===== src/brh_pkg.sv =====
package brh_pkg;

  // default sizes, handed to the top level parameters
  localparam int MAX_BINS_DEF    = 256;
  localparam int SAMPLE_BITS_DEF = 16;
  localparam int COUNT_BITS_DEF  = 32;
  localparam int QUEUE_DEPTH_DEF = 2;

  // field widths of the external words
  localparam int SAMPLE_W = 16;
  localparam int SEL_W    = 8;
  localparam int CNT_W    = 32;

  // bin index width carried in a job, enough for the largest bin count
  localparam int JOB_BIN_W = 12;
  localparam int COLOURS   = 4;

  // configuration port
  localparam int CFG_IDX_W  = 2;
  localparam int CFG_DATA_W = 4;

  localparam logic [CFG_IDX_W-1:0] REG_BINS_LOG2   = 2'd0;
  localparam logic [CFG_IDX_W-1:0] REG_BAYER_ORDER = 2'd1;

  localparam logic [3:0] BINS_LOG2_RESET   = 4'd8;
  localparam logic [1:0] BAYER_ORDER_RESET = 2'd0;

  // colour slots of the histogram memories
  localparam int COL_RED     = 0;
  localparam int COL_GREEN_R = 1;
  localparam int COL_GREEN_B = 2;
  localparam int COL_BLUE    = 3;

  // input opcodes; the fourth code is ignored
  typedef enum logic [1:0] {
    OP_ACCUM = 2'd0,
    OP_READ  = 2'd1,
    OP_CLEAR = 2'd2
  } opcode_t;

  // work handed from front to back
  typedef enum logic [1:0] {
    JOB_ACCUM = 2'd0,
    JOB_READ  = 2'd1,
    JOB_CLEAR = 2'd2
  } job_kind_t;

  typedef struct packed {
    job_kind_t                               kind;
    logic [COLOURS-1:0][JOB_BIN_W-1:0]       bin;     // per colour bin address
    logic                                    rd_zero; // read beyond the stores
    logic [SEL_W-1:0]                        sel;
  } job_t;

  typedef struct packed {
    logic [1:0]          opcode;
    logic [SAMPLE_W-1:0] plane_00;
    logic [SAMPLE_W-1:0] plane_01;
    logic [SAMPLE_W-1:0] plane_10;
    logic [SAMPLE_W-1:0] plane_11;
    logic [SEL_W-1:0]    bin_select;
  } in_word_t;

  typedef struct packed {
    logic [SEL_W-1:0] bin_number;
    logic [CNT_W-1:0] red_count;
    logic [CNT_W-1:0] green_r_count;
    logic [CNT_W-1:0] green_b_count;
    logic [CNT_W-1:0] blue_count;
    logic [CNT_W-1:0] cell_total;
  } out_word_t;

endpackage


===== src/brh_queue.sv =====
module brh_queue
  import brh_pkg::*;
#(
  parameter int  DEPTH  = QUEUE_DEPTH_DEF,
  parameter type item_t = job_t
) (
  input  logic  clk,
  input  logic  rst_n,
  input  logic  push,
  input  item_t wdata,
  output logic  full,
  input  logic  pop,
  output item_t rdata,
  output logic  empty
);

  localparam int PTR_W = $clog2(DEPTH);

  item_t              slot_r [DEPTH];
  logic [PTR_W-1:0]   wr_ptr_r;
  logic [PTR_W-1:0]   rd_ptr_r;
  logic [PTR_W:0]     cnt_r;
  logic               do_push;
  logic               do_pop;

  assign full    = (cnt_r == (PTR_W+1)'(DEPTH));
  assign empty   = (cnt_r == '0);
  assign do_push = push && !full;
  assign do_pop  = pop && !empty;
  assign rdata   = slot_r[rd_ptr_r];

  // pointers and fill level
  always_ff @(posedge clk) begin
    if (!rst_n) begin
      wr_ptr_r <= '0;
      rd_ptr_r <= '0;
      cnt_r    <= '0;
    end else begin
      if (do_push) wr_ptr_r <= wr_ptr_r + 1'b1;
      if (do_pop)  rd_ptr_r <= rd_ptr_r + 1'b1;
      if (do_push && !do_pop)      cnt_r <= cnt_r + 1'b1;
      else if (do_pop && !do_push) cnt_r <= cnt_r - 1'b1;
    end
  end

  // storage
  always_ff @(posedge clk) begin
    if (do_push) slot_r[wr_ptr_r] <= wdata;
  end

endmodule


===== config.mk =====
export PLATFORM = sky130hd
export DESIGN_NAME = brh_queue
export DESIGN_NICKNAME = d
export VERILOG_FILES = /design/src/brh_pkg.sv /design/src/brh_queue.sv
export SDC_FILE = /design/constraint.sdc
export NUM_CORES = 1
export LEC_CHECK = 0
export ABC_AREA = 1
export BUFFER_PORTS_ARGS = -buffer_cell sky130_fd_sc_hd__buf_2
export CORE_MARGIN = 1
export CORE_UTILIZATION = 45
export DETAILED_ROUTE_END_ITERATION = 6
export MAX_ROUTING_LAYER = met4
export PLACE_DENSITY_LB_ADDON = 0.05
export SKIP_CTS_REPAIR_TIMING = 1
export SYNTH_ARGS = -nofsm -noshare
export SYNTH_HDL_FRONTEND = slang
export SYNTH_SLANG_ARGS = --single-unit

===== constraint.sdc =====
create_clock -name clk -period 9.9 [get_ports clk]
set_clock_uncertainty 0.15 [all_clocks]
set_input_delay 0 -clock clk [delete_from_list [all_inputs] [get_ports clk]]
set_output_delay 0 -clock clk [all_outputs]
set_load 0.05 [all_outputs]

==> results.json <==
{
  "run_status": "complete, but fails checks",
  "violations": "negative hold slack",
  "synth-seq-cells": 123,
  "avgRoutedWirePerCell_um": 14.2,
  "drt-vias-per-instance": 4.55,
  "area_delta_synth_final_pct": 42.8,
  "cts_max_path_buffers": 2,
  "die_w_um": 102,
  "finalHoldViolCount": 1,
  "final_nets": 485,
  "fillerInstances": 731,
  "clock_tree.root_cell": "sky130_fd_sc_hd__clkbuf_8",
  "worst_path_class_setup": "register to primary output",
  "synthesis.nets": 286,
  "grt_setup_unrepaired": "false",
  "placed_cells_incl_taps": 474,
  "cell_accounting_for_the_most_synthesized_area": "sky130_fd_sc_hd__edfxtp_1",
  "clkTransAtPathRegs_ps": 60,
  "met2_wirelength_mm": 4.23,
  "finalHoldWorstSlack_ps": -22.8,
  "synth_seq_area_share_pct": 80.2,
  "placement.cell_area_um2": 5310,
  "vdd_ir_drop_max_uv": 137,
  "post-route-period-util_pct": 24.7,
  "yosys.area.top_type_share_pct": 78.0,
  "antennaDiodeCount": 0,
  "cap_viol_max_count": 0,
  "finalWeightedCongestion": 0.802,
  "power.density_cell_area_nw_per_um2": 282,
  "main_area_contributors_after_synthesis": "sky130_fd_sc_hd__edfxtp_1 78%, sky130_fd_sc_hd__mux2_2 12%, sky130_fd_sc_hd__mux2_4 3.3%",
  "post-route-min-period_ps": 2450,
  "syn_warnings": 0,
  "number_of_detailed_route_iterations_in_the_first_pass": 4,
  "floorplan.die.height_um": 102,
  "cts_sinks": 123,
  "io-pin-count": 124,
  "placement.io_buffers": 123,
  "drive_above_1_share_pct": 50.0,
  "cts_tree": "yes",
  "highest_layer": "met4",
  "timing.critical_path.slowest_stage_cell": "sky130_fd_sc_hd__buf_4",
  "maximum_operating_frequency_mhz": 409,
  "worst_slew_pin_slew_ps": 754,
  "grt-ovfl-total": 0,
  "route.detailed.drc": 0,
  "met3_wirelength_um": 442,
  "syn_area_per_cell_um2": 20.5,
  "routed_wl_mm": 8.07,
  "grt_use_total_pct": 15.5,
  "worst-endpoint-required_ps": 9750,
  "timing.critical_path.arrival_ps": 2300,
  "grt_pass1_wl_mm": 11.2,
  "clk_latency_ps": 500,
  "cellLeakagePower_nw": 2.51,
  "number_of_distinct_library_cells_after_synthesis": 15,
  "cp-end-kind": "primary output",
  "grt_start_max_net_pins": 49,
  "floorplan.core_area_um2": 9770,
  "dpl.hpwl_mm": 4.75,
  "htree_levels": 4,
  "ant_nets": 0,
  "holdCritPathClass": "input pin to register",
  "wl_met1_mm": 3.35,
  "timing.reg2reg.setup_slack_ps": 7480,
  "design.die.area_um2": 10500,
  "cp_cell_sequence": "buf_4, mux2_2, buf_2",
  "post_synth_instance_area_um2": 4540,
  "std_cell_rows": 36,
  "setup_viol": 0,
  "slew_viol_final": 0,
  "antenna_found_initial": 0,
  "syn_inst": 222,
  "final_cells": 567,
  "grt_pass1_vias": 2331,
  "postLayoutCoreUtil_pct": 66.4,
  "dr_total_vias": 2579,
  "worst_path_largest_cell_delay_ps": 630,
  "finalInstanceArea_um2": 6490,
  "drt_iter0_drc": 67,
  "cts-buffers-inserted": 17,
  "max_slew_margin_pct": 49.2,
  "initial_core_util_pct": 46.5,
  "path_max_fanout": 48,
  "worstSetupStartpointType": "register",
  "fin_setup_tns_ps": 0
}
==> stage by stage <==
step	power [W]	setup slack [ps]
3_5_place_dp	0.00124	7440
5_1_grt	0.00190	7280
2_1_floorplan	0.00113	6260
6_report	0.00183	7450
4_1_cts	0.00183	7410
3_3_place_gp	0.00124	7430
==> cells by family (layout without fill, tap and decap cells) <==
logic type / after synthesis / in the layout / synth area share (%)
flops: 123 / 123 / 80.2
mux: 59 / 59 / 15.4
simple gates: 19 / 19 / 1.65
buf+inv: 16 / 228 / 2.01
compound gates: 4 / 4 / 0.440
fa+ha+maj: 1 / 1 / 0.275
==> worst max-delay path: cells and delay by family, from the launching register on <==
family,cells,cell delay [ps]
multiplexers,1,420
buffers and inverters,2,850
flip-flops,1,500
==> state kept, by name (all words and copies together) (netlist names), named ones only <==
name / flops
cnt_r: 2
rd_ptr_r: 1
slot_r: 118
wr_ptr_r: 1
==> Yosys cell counts <==
| master | instances |
|---|---|
| sky130_fd_sc_hd__nand3_1 | 1 |
| sky130_fd_sc_hd__nand2_1 | 6 |
| sky130_fd_sc_hd__mux2_4 | 10 |
| sky130_fd_sc_hd__nor2_1 | 11 |
| sky130_fd_sc_hd__nand4_1 | 1 |
| sky130_fd_sc_hd__mux2_2 | 49 |
| sky130_fd_sc_hd__inv_1 | 9 |
| sky130_fd_sc_hd__buf_6 | 2 |
| sky130_fd_sc_hd__buf_2 | 4 |
| sky130_fd_sc_hd__ha_1 | 1 |
| sky130_fd_sc_hd__dfxtp_1 | 5 |
| sky130_fd_sc_hd__buf_8 | 1 |
| sky130_fd_sc_hd__edfxtp_1 | 118 |
| sky130_fd_sc_hd__a21oi_1 | 1 |
| sky130_fd_sc_hd__o21ai_0 | 3 |
==> layout make-up <==
cell class / count / area (um2) / area share (%)
Sequential cell: 123 / 3640 / 56.1
Timing Repair Buffer: 187 / 1250 / 19.2
Multi-Input combinational cell: 83 / 825 / 12.7
Clock buffer: 19 / 422 / 6.50
Tap cell: 133 / 166 / 2.56
Clock inverter: 13 / 151 / 2.33
Inverter: 9 / 33.8 / 0.520
==> layer usage <==
metal | vias up | track usage, %
met5 | - | -
met4 | 0 | 7.58
met3 | 5 | 6.17
met2 | 74 | 24.3
met1 | 1244 | 17.1
li1 | 1256 | -
==> path summary, 6_finish.rpt <==
kind	to	cells past startpoint	from
min	wr_ptr_r	4	push
max	rdata[4]	3	register
min reg2reg	register	2	rd_ptr_r
max reg2reg	slot_r[0][30]	3	cnt_r[0]
==> cell usage in the layout (no fill, tap or decap), types with 3 or more instances in the layout <==
master and n:
sky130_fd_sc_hd__buf_2 123, sky130_fd_sc_hd__mux2_2 49, sky130_fd_sc_hd__inv_1 9, sky130_fd_sc_hd__edfxtp_1 118, sky130_fd_sc_hd__dfxtp_1 4, sky130_fd_sc_hd__o21ai_0 3
sky130_fd_sc_hd__dlygate4sd3_1 61, sky130_fd_sc_hd__clkinv_2 4, sky130_fd_sc_hd__mux2_4 10, sky130_fd_sc_hd__nand2_1 6, sky130_fd_sc_hd__clkinvlp_4 5, sky130_fd_sc_hd__clkbuf_16 16
sky130_fd_sc_hd__buf_4 3, sky130_fd_sc_hd__nor2_1 9, sky130_fd_sc_hd__bufinv_16 3
==> where the power goes <==
group / internal [W] / switching [W] / total [W]
registers: 0.000659 / 0.0000224 / 0.000682
clock network: 0.000380 / 0.000209 / 0.000589
logic: 0.000163 / 0.000396 / 0.000559
total: 0.00120 / 0.000627 / 0.00183
Power figures use the tool's default switching activity.
