==> src/brh_pkg.sv <==
package brh_pkg;

  // default sizes, handed to the top level parameters
  localparam int MAX_BINS_DEF    = 256;
  localparam int SAMPLE_BITS_DEF = 16;
  localparam int COUNT_BITS_DEF  = 32;
  localparam int QUEUE_DEPTH_DEF = 2;

  // field widths of the external words
  localparam int SAMPLE_W = 16;
  localparam int SEL_W    = 8;
  localparam int CNT_W    = 32;

  // bin index width carried in a job, enough for the largest bin count
  localparam int JOB_BIN_W = 12;
  localparam int COLOURS   = 4;

  // configuration port
  localparam int CFG_IDX_W  = 2;
  localparam int CFG_DATA_W = 4;

  localparam logic [CFG_IDX_W-1:0] REG_BINS_LOG2   = 2'd0;
  localparam logic [CFG_IDX_W-1:0] REG_BAYER_ORDER = 2'd1;

  localparam logic [3:0] BINS_LOG2_RESET   = 4'd8;
  localparam logic [1:0] BAYER_ORDER_RESET = 2'd0;

  // colour slots of the histogram memories
  localparam int COL_RED     = 0;
  localparam int COL_GREEN_R = 1;
  localparam int COL_GREEN_B = 2;
  localparam int COL_BLUE    = 3;

  // input opcodes; the fourth code is ignored
  typedef enum logic [1:0] {
    OP_ACCUM = 2'd0,
    OP_READ  = 2'd1,
    OP_CLEAR = 2'd2
  } opcode_t;

  // work handed from front to back
  typedef enum logic [1:0] {
    JOB_ACCUM = 2'd0,
    JOB_READ  = 2'd1,
    JOB_CLEAR = 2'd2
  } job_kind_t;

  typedef struct packed {
    job_kind_t                               kind;
    logic [COLOURS-1:0][JOB_BIN_W-1:0]       bin;     // per colour bin address
    logic                                    rd_zero; // read beyond the stores
    logic [SEL_W-1:0]                        sel;
  } job_t;

  typedef struct packed {
    logic [1:0]          opcode;
    logic [SAMPLE_W-1:0] plane_00;
    logic [SAMPLE_W-1:0] plane_01;
    logic [SAMPLE_W-1:0] plane_10;
    logic [SAMPLE_W-1:0] plane_11;
    logic [SEL_W-1:0]    bin_select;
  } in_word_t;

  typedef struct packed {
    logic [SEL_W-1:0] bin_number;
    logic [CNT_W-1:0] red_count;
    logic [CNT_W-1:0] green_r_count;
    logic [CNT_W-1:0] green_b_count;
    logic [CNT_W-1:0] blue_count;
    logic [CNT_W-1:0] cell_total;
  } out_word_t;

endpackage

==> src/brh_front.sv <==
module brh_front
  import brh_pkg::*;
#(
  parameter int MAX_BINS    = MAX_BINS_DEF,
  parameter int SAMPLE_BITS = SAMPLE_BITS_DEF
) (
  input  logic                  clk,
  input  logic                  rst_n,
  // configuration
  input  logic                  cfg_valid,
  output logic                  cfg_ready,
  input  logic [CFG_IDX_W-1:0]  cfg_index,
  input  logic [CFG_DATA_W-1:0] cfg_data,
  // input words
  input  logic                  in_push,
  input  in_word_t              in_word,
  output logic                  in_full,
  // towards the job queue
  input  logic                  q_full,
  input  logic                  back_busy,
  output logic                  q_push,
  output job_t                  q_job
);

  localparam int LG_FLOOR = $clog2(MAX_BINS + 1) - 1;
  localparam int LG_LIM   = (LG_FLOOR < SAMPLE_BITS) ? LG_FLOOR : SAMPLE_BITS;

  logic [3:0]             bins_log2_r;
  logic [1:0]             bayer_order_r;
  logic [3:0]             lg;
  logic [4:0]             shamt;
  logic [SAMPLE_W-1:0]    raw [COLOURS];
  logic [JOB_BIN_W-1:0]   pos_bin [COLOURS];

  assign cfg_ready = 1'b1;
  assign in_full   = q_full || back_busy;

  // configuration registers
  always_ff @(posedge clk) begin
    if (!rst_n) begin
      bins_log2_r   <= BINS_LOG2_RESET;
      bayer_order_r <= BAYER_ORDER_RESET;
    end else if (cfg_valid) begin
      case (cfg_index)
        REG_BINS_LOG2:   bins_log2_r   <= cfg_data[3:0];
        REG_BAYER_ORDER: bayer_order_r <= cfg_data[1:0];
        default: ;
      endcase
    end
  end

  // effective bin count and shift
  always_comb begin
    if (bins_log2_r < 4'd1)
      lg = 4'd1;
    else if (bins_log2_r > 4'(LG_LIM))
      lg = 4'(LG_LIM);
    else
      lg = bins_log2_r;
    shamt = 5'(SAMPLE_BITS) - {1'b0, lg};
  end

  // bin of each plane position, saturating over-wide samples
  assign raw[0] = in_word.plane_00;
  assign raw[1] = in_word.plane_01;
  assign raw[2] = in_word.plane_10;
  assign raw[3] = in_word.plane_11;

  always_comb begin
    logic [SAMPLE_BITS-1:0] s_sat;
    logic [SAMPLE_BITS-1:0] shifted;
    for (int p = 0; p < COLOURS; p++) begin
      s_sat = ((raw[p] >> SAMPLE_BITS) != '0) ? '1 : raw[p][SAMPLE_BITS-1:0];
      shifted = s_sat >> shamt;
      pos_bin[p] = JOB_BIN_W'(shifted);
    end
  end

  // classify the word into a job
  always_comb begin
    logic sel_out;
    sel_out       = (int'(in_word.bin_select) >= MAX_BINS);
    q_job         = '0;
    q_job.sel     = in_word.bin_select;
    q_job.rd_zero = sel_out;
    q_push        = 1'b0;
    case (in_word.opcode)
      OP_ACCUM: begin
        q_job.kind = JOB_ACCUM;
        q_push     = in_push && !in_full;
        // colour c sits at position c xor order
        for (int c = 0; c < COLOURS; c++)
          q_job.bin[c] = pos_bin[2'(c) ^ bayer_order_r];
      end
      OP_READ: begin
        q_job.kind = JOB_READ;
        q_push     = in_push && !in_full;
        for (int c = 0; c < COLOURS; c++)
          q_job.bin[c] = sel_out ? '0 : JOB_BIN_W'(in_word.bin_select);
      end
      OP_CLEAR: begin
        q_job.kind = JOB_CLEAR;
        q_push     = in_push && !in_full;
      end
      default: ;  // unused code, word dropped
    endcase
  end

endmodule

==> config.mk <==
export PLATFORM = sky130hd
export DESIGN_NAME = brh_front
export DESIGN_NICKNAME = d
export VERILOG_FILES = /design/src/brh_pkg.sv /design/src/brh_front.sv
export SDC_FILE = /design/constraint.sdc
export NUM_CORES = 1
export LEC_CHECK = 0
export ABC_AREA = 1
export BUFFER_PORTS_ARGS = -buffer_cell sky130_fd_sc_hd__buf_2
export CAP_MARGIN = 15
export CORE_MARGIN = 8
export CORE_UTILIZATION = 49
export DETAILED_ROUTE_END_ITERATION = 10
export HOLD_SLACK_MARGIN = 0.1
export PLACE_DENSITY = 0.88
export SYNTH_ARGS = -nofsm -noshare
export SYNTH_HDL_FRONTEND = slang
export SYNTH_SLANG_ARGS = --single-unit
export TNS_END_PERCENT = 30
==> constraint.sdc <==
create_clock -name clk -period 3.8 [get_ports clk]
set_input_delay 0.19 -clock clk [delete_from_list [all_inputs] [get_ports clk]]
set_output_delay 0.19 -clock clk [all_outputs]
set_load 0.005 [all_outputs]
==> key figures, run 1 <==
Timing
  – Worst slew margin: 26.26%
  – Final Hold Fails: 0
  – RSZ-0062 raised after global routing: no
  – F_max: 0.3244 GHz
  – Worst-Margin Slew: between 1000 and 1500 ps
  – Setup ws final: 717.4 ps
  – Clk_skew: 0 ps
  – Period minus WS final: 3083 ps
  – Final setup violation count: 0
  – Period utilization: 81.12%
  – Final setup TNS: 0 ps
  – Max Slew Vio Count: 0

Outcome
  – Status: completed

Global routing
  – Largest net degree at the start of global routing: 37
  – Global-route wire length before repair: 14210 um
  – Vias in the first global route: 3473
  – Aggregate global routing overflow: 0
  – Initial antenna violation count: 0
  – GRT Total Usage: 21.45%

Worst setup path
  – Critical Path Source Type: flip-flop
  – WS Path Type: reg -> out
  – Arr. time, crit path: 2890 ps
  – Worst Path Max Fanout: 32
  – Slowest cell on the critical path: inv_2
  – CP top delay family: buffers and inverters
  – Crit end category: output port
  – WP data required: 3610 ps
  – CP cell instances: inv_2, o21ai_0, ha_1, inv_1, o21ai_4, nand2_4, clkinv_2, nand3_1, nand3_1, nand2_1, nand2_1, nand3_1, nand2_1, buf_2
  – Count of buffer and inverter cells on the critical path: 4
  – Max incr delay on CP: 420 ps

Logic synthesis
  – Cells after Synth: between 500 and 600
  – Top cell type's share of synthesized area: 37.67%
  – Share of the yosys chip area belonging to registers: 4.613%
  – Largest area contributor in the netlist: nand3_1
  – Top cells by area, synth: nand3_1 (38%), nand2_1 (23%), buf_4 (8.6%)
  – Post-Syn Area per Cell: about 5 um2
  – Synth Register Bits: 6
  – Yosys warns: 0
  – Synth unique cells: 30
  – Netlist Area Pre-Place: between 2000 and 3000 um2

CTS
  – CTS tree: built
  – Clock slew at reported path FFs: 30 ps
  – CTS H-tree lvls: 1
  – Post-cts resize count: 0
  – Post-CTS Setup Repair Bufs: 0
  – Worst-Skew Late Latency: 220 ps
  – Clk sink count: 6
  – Post-CTS Hold Buffers: 0
  – Clk buf depth: 2
  – Clk root buf: clkbuf_8
  – Cts bufs inserted: 3

Cells and area
  – # fillers: 570
  – Commonest cells after routing, fill and taps aside: nand3_1 (196), nand2_1 (157), buf_2 (97)
  – Synth-to-Final Area Change: 13.07%
  – Storage cell area: 120.1 um2
  – Final nets: 667
  – Non-Filler Instances: 648
  – Layout cells sized above 1: 21.28%
  – Diodes inserted: 0
  – Area of the multi-input gates: 2062 um2
  – Most common cell after layout, fill and taps aside: nand3_1

Route
  – Final ANT Viol Nets: 0
  – Pre-Repair DR Iteration Count: 5
  – Drt total wl: 8786 um
  – DRC errors left: 0
  – Vias: roughly 3700
  – DR WL/cell: 13.56 um
  – Number of DRC markers in iteration 0: 395
  – Avg Vias per Cell: 5.721

Placed design
  – Detailed placement HPWL: 6761 um
  – Placer Congestion: about 0.9
  – Place WS: 972.0 ps
  – Port Buffers: 97
  – Placed insts: roughly 650

Die
  – Die Y-Extent: 88.90 um
  – IO Count: between 100 and 150
  – Core footprint: 5107 um2
  – Die area: approximately 8000 um2
  – Initial Util: between 50% and 60%
  – DIE WIDTH: around 89 um
  – Std-Cell Rows: 26

Power and ir drop
  – VDD IR max: 0.2937 mV
  – P_leak: around 1.7 nW
  – Power Dens Cells: 223.4 nW/um2

Hold path
  – HP Class: in -> reg

Flow run
  – Max-cap violations: 0
==> flip-flops by register name, indices dropped and copies added, names as in the netlist <==
name,cells
bayer_order_r,2
bins_log2_r,4
==> final timing paths <==
path                                                    start                            end  slack (ps)  depth (start not counted)
worst max register to register  bayer_order_r[1]$_SDFFE_PN0P_  bayer_order_r[1]$_SDFFE_PN0P_        2270                          3
worst min register to register    bins_log2_r[0]$_SDFFE_PN0P_    bins_log2_r[0]$_SDFFE_PN0P_         480                          2
worst max-delay path              bins_log2_r[3]$_SDFFE_PN1P_                      q_job[34]         720                         14
worst min-delay path                              cfg_data[3]    bins_log2_r[3]$_SDFFE_PN1P_         220                          3
==> final cells by class <==
class	count	area share (%)
multi-input cells	439	70.04
clock buffers	3	1.402
flip-flops and latches	6	4.080
inverters	27	3.485
repair buffers	103	18.02
well taps	70	2.975
==> metal layers <==
| layer | share of wire, % | GRT usage (%) | up-vias |
|---|---|---|---|
| li1 | - | - | 1823 |
| met1 | 37 | 22.37 | 1640 |
| met2 | 51 | 41.11 | 218 |
| met3 | 9.2 | 3.125 | 26 |
| met4 | 2.7 | 9.370 | 0 |
| met5 | 0 | 0 | - |
==> tightest hold or removal path: cells and delay by family <==
kind            cells  cell delay, ps
buf+inv             1              80
simple gates        1              50
compound gates      1              70
==> cell families (layout without fill, tap and decap cells) <==
logic type | count (synthesis) | after routing | synth area share [%]
AND/OR/NAND/NOR | 385 | 385 | 67.52
flip-flops | 6 | 6 | 4.613
AO/OA/AOI/OAI | 35 | 35 | 8.506
adder cells (fa/ha/maj) | 1 | 1 | 0.4805
buffers and inverters | 88 | 133 | 18.60
other | 2 | 18 | 0.2884
==> stage by stage <==
step | util [%] | area (um2) | total power, W | hold slack [ps]
final | 57.64 | 2944 | 0.0006576 | 215.7
after floorplan | - | 2664 | 0.0004364 | 288.6
after global placement | 56.83 | 2903 | 0.0005405 | 407.6
after CTS | 57.64 | 2944 | 0.0006518 | 218.3
after detailed placement | 56.83 | 2903 | 0.0005553 | 445.9
after global routing | 57.64 | 2944 | 0.0007265 | 229.5
==> cell usage after synthesis <==
library cell  instances
nand2_4               1
nand3b_1              1
dfxtp_1               6
o21ai_0              15
nand2_1             157
nor2_1               13
inv_2                 3
or2_2                 1
buf_4                30
o21ai_4               2
a21oi_2               2
nor3_1                2
or2_1                 2
clkbuf_1             12
buf_1                 7
nand4_2               2
clkinv_2              1
inv_1                22
nand2_2               2
a21oi_1              10
buf_6                 4
nand3_2               1
o21ai_2               1
nand3_1             196
conb_1                2
and2_1                7
buf_2                 8
clkinv_1              1
ha_1                  1
o211ai_1              5
==> power by group <==
| group | internal, W | leakage, nW | switching, W |
|---|---|---|---|
| clock network | 0.0000679 | 0.0216 | 0.0000260 |
| logic | 0.000176 | 1.64 | 0.000319 |
| registers | 0.0000667 | 0.0491 | 0.00000245 |
Power figures use the tool's default switching activity.
==> inputs of run 2 (changes only) <==
--- a/config.mk
+++ b/config.mk
@@ -9,10 +9,10 @@
 export BUFFER_PORTS_ARGS = -buffer_cell sky130_fd_sc_hd__buf_2
 export CAP_MARGIN = 15
 export CORE_MARGIN = 8
-export CORE_UTILIZATION = 49
+export CORE_UTILIZATION = 46
 export DETAILED_ROUTE_END_ITERATION = 10
 export HOLD_SLACK_MARGIN = 0.1
-export PLACE_DENSITY = 0.88
+export PLACE_DENSITY = 0.83
 export SYNTH_ARGS = -nofsm -noshare
 export SYNTH_HDL_FRONTEND = slang
 export SYNTH_SLANG_ARGS = --single-unit
==> constraint.sdc (replaced) <==
create_clock -name clk -period 3.21 [get_ports clk]
set_input_delay 0.1605 -clock clk [delete_from_list [all_inputs] [get_ports clk]]
set_output_delay 0.1605 -clock clk [all_outputs]
set_load 0.005 [all_outputs]
==> run 2 against run 1 <==
Clock skew is the same. Global-route usage down 0.73 points. Largest cell class unchanged. Clock power is 17% higher. Routed wire length rose by 0.39%. First-iteration DRC count is 20% lower. Cell area grew 1.1%. Sequential cell count did not move. Critical path type unchanged. Highest routed layer unchanged. Sequential share of layout area about the same. Sequential power grew 21%. Critical path depth increased by 1.
==> key figures, run 2 (synthesis results as in run 1) <==
Cells and area
  – Most common cell after layout, fill and taps aside: nand3_1
  – Number of flip-flops in the largest register: 4
  – Layout cells sized above 1: 21.69%
  – Final nets: 670
  – Largest registers: bins_log2_r (4), bayer_order_r (2)
  – Reg with most FFs: bins_log2_r
  – Commonest cells after routing, fill and taps aside: nand3_1 (196), nand2_1 (157), buf_2 (97)
  – Synth-to-Final Area Change: 14.32%
  – Non-Filler Instances: 653
  – # fillers: roughly 630
  – Diodes inserted: 0

Placed design
  – Detailed placement HPWL: 6993 um
  – Port Buffers: 97
  – Placer Congestion: 0.8758
  – Placed insts: ~650

Global routing
  – Aggregate global routing overflow: 0
  – Vias in the first global route: 3411
  – Global-route wire length before repair: roughly 15000 um
  – Initial antenna violation count: 0
  – Largest net degree at the start of global routing: 37
  – GRT Total Usage: 20.72%

Timing
  – Final setup violation count: 0
  – F_max: 0.3506 GHz
  – Final setup TNS: 0 ps
  – Final Hold Fails: 0
  – Worst-Margin Slew: 937.6 ps
  – RSZ-0062 raised after global routing: no
  – Clk_skew: 0 ps
  – Period utilization: 88.86%
  – Max Slew Vio Count: 0
  – Worst slew margin: approximately 37%
  – Period minus WS final: ~2900 ps

Hold path
  – Endpoint, Worst Hold: bins_log2_r[3]$_SDFFE_PN1P_
  – Min-Delay Path Depth: 3
  – HP Class: in -> reg
  – Start point of the worst hold path: cfg_data[3]

CTS
  – Clk root buf: clkbuf_8
  – Clk buf depth: 2
  – CTS H-tree lvls: 1
  – Worst-Skew Late Latency: 220 ps
  – Post-CTS Setup Repair Bufs: 0
  – Post-CTS Hold Buffers: 0
  – Post-cts resize count: 0
  – CTS tree: built
  – Clk sink count: 6
  – Clock slew at reported path FFs: 30 ps
  – Cts bufs inserted: 3

Power and ir drop
  – P_leak: 1.730 nW
  – VDD IR max: 0.2504 mV
  – Power Dens Cells: 262.6 nW/um2

Route
  – Avg Vias per Cell: 5.496
  – Vias: 3589
  – Drt total wl: 8820 um
  – Pre-Repair DR Iteration Count: 5
  – DRC errors left: 0
  – Final ANT Viol Nets: 0
  – DR WL/cell: 13.51 um
  – Number of DRC markers in iteration 0: between 300 and 400

Die
  – DIE WIDTH: 91.24 um
  – Std-Cell Rows: 27
  – Core footprint: 5473 um2
  – IO Count: 148
  – Die area: ~8300 um2
  – Initial Util: 47.58%
  – Die Y-Extent: 91.24 um

Worst setup path
  – Worst Path Max Fanout: 30
  – WP data required: a little over 3000 ps
  – Arr. time, crit path: around 2700 ps
  – Reg2reg start: bayer_order_r[1]$_SDFFE_PN0P_
  – Crit end category: output port
  – WS Path Type: reg -> out
  – Critical Path Source Type: flip-flop
  – Reg2Reg Setup Slack: about 1700 ps
  – Reg2reg end: bayer_order_r[1]$_SDFFE_PN0P_
  – Reg2reg path depth: 3

Outcome
  – Status: completed

Flow run
  – Max-cap violations: 0
run 2: metrics by stage:
step	total power (W)	area [um2]	hold slack, ps	util (%)	worst slack [ps]
2_1_floorplan	0.0005166	2664	259.1	-	849.7
3_3_place_gp	0.0006481	2920	380.6	53.36	666.6
3_5_place_dp	0.0006624	2920	384.3	53.36	602.9
4_1_cts	0.0007757	2962	159.2	54.12	366.6
5_1_grt	0.0008721	2977	168.1	54.39	96.03
6_report	0.0007817	2977	158.0	54.39	357.7
run 2: cell type report:
class / instances / area (um2) / area share (%)
repair buffers: 106 / 560.5 / 18.83
clock buffers: 3 / 41.29 / 1.387
inverters: 27 / 102.6 / 3.447
flip-flops and latches: 6 / 120.1 / 4.035
well taps: 72 / 90.09 / 3.026
multi-input cells: 439 / 2062 / 69.27
run 2: metal layers:
metal | vias up | routed length (um) | GRT usage (%)
met5 | - | 0 | 0
met4 | 0 | 288 | 8.868
met2 | 145 | 4290 | 35.79
met3 | 28 | 619 | 3.539
met1 | 1590 | 3622 | 24.58
li1 | 1826 | - | -
run 2: critical path: stages (launching register included):
cell and delay [ps]:
dfxtp_1 330, inv_2 70, buf_4 310, nand2_2 100
ha_1 210, inv_1 100, o21ai_4 80, nand2_4 110
clkinv_2 290, nand3_1 240, nand3_1 90, nand2_1 160
nand2_1 70, nand3_1 110, nand2_1 60, buf_2 130
run 2: how the worst max path moves through the flow:
stage,startpoint,end,depth (start not counted)
3_3_place_gp,bins_log2_r[3]$_SDFFE_PN1P_,q_job[34],15
2_1_floorplan,bins_log2_r[3]$_SDFFE_PN1P_,q_job[35],13
5_1_grt,bins_log2_r[3]$_SDFFE_PN1P_,q_job[34],15
3_5_place_dp,bins_log2_r[3]$_SDFFE_PN1P_,q_job[46],15
6_report,bins_log2_r[3]$_SDFFE_PN1P_,q_job[34],15
4_1_cts,bins_log2_r[3]$_SDFFE_PN1P_,q_job[34],15
run 2: report_power, final:
group	internal (W)	switching [W]	leakage, nW
Sequential	0.0000790	0.00000461	0.0491
Clock	0.0000803	0.0000299	0.0216
Combinational	0.000212	0.000375	1.66
Total	0.000372	0.000410	1.73
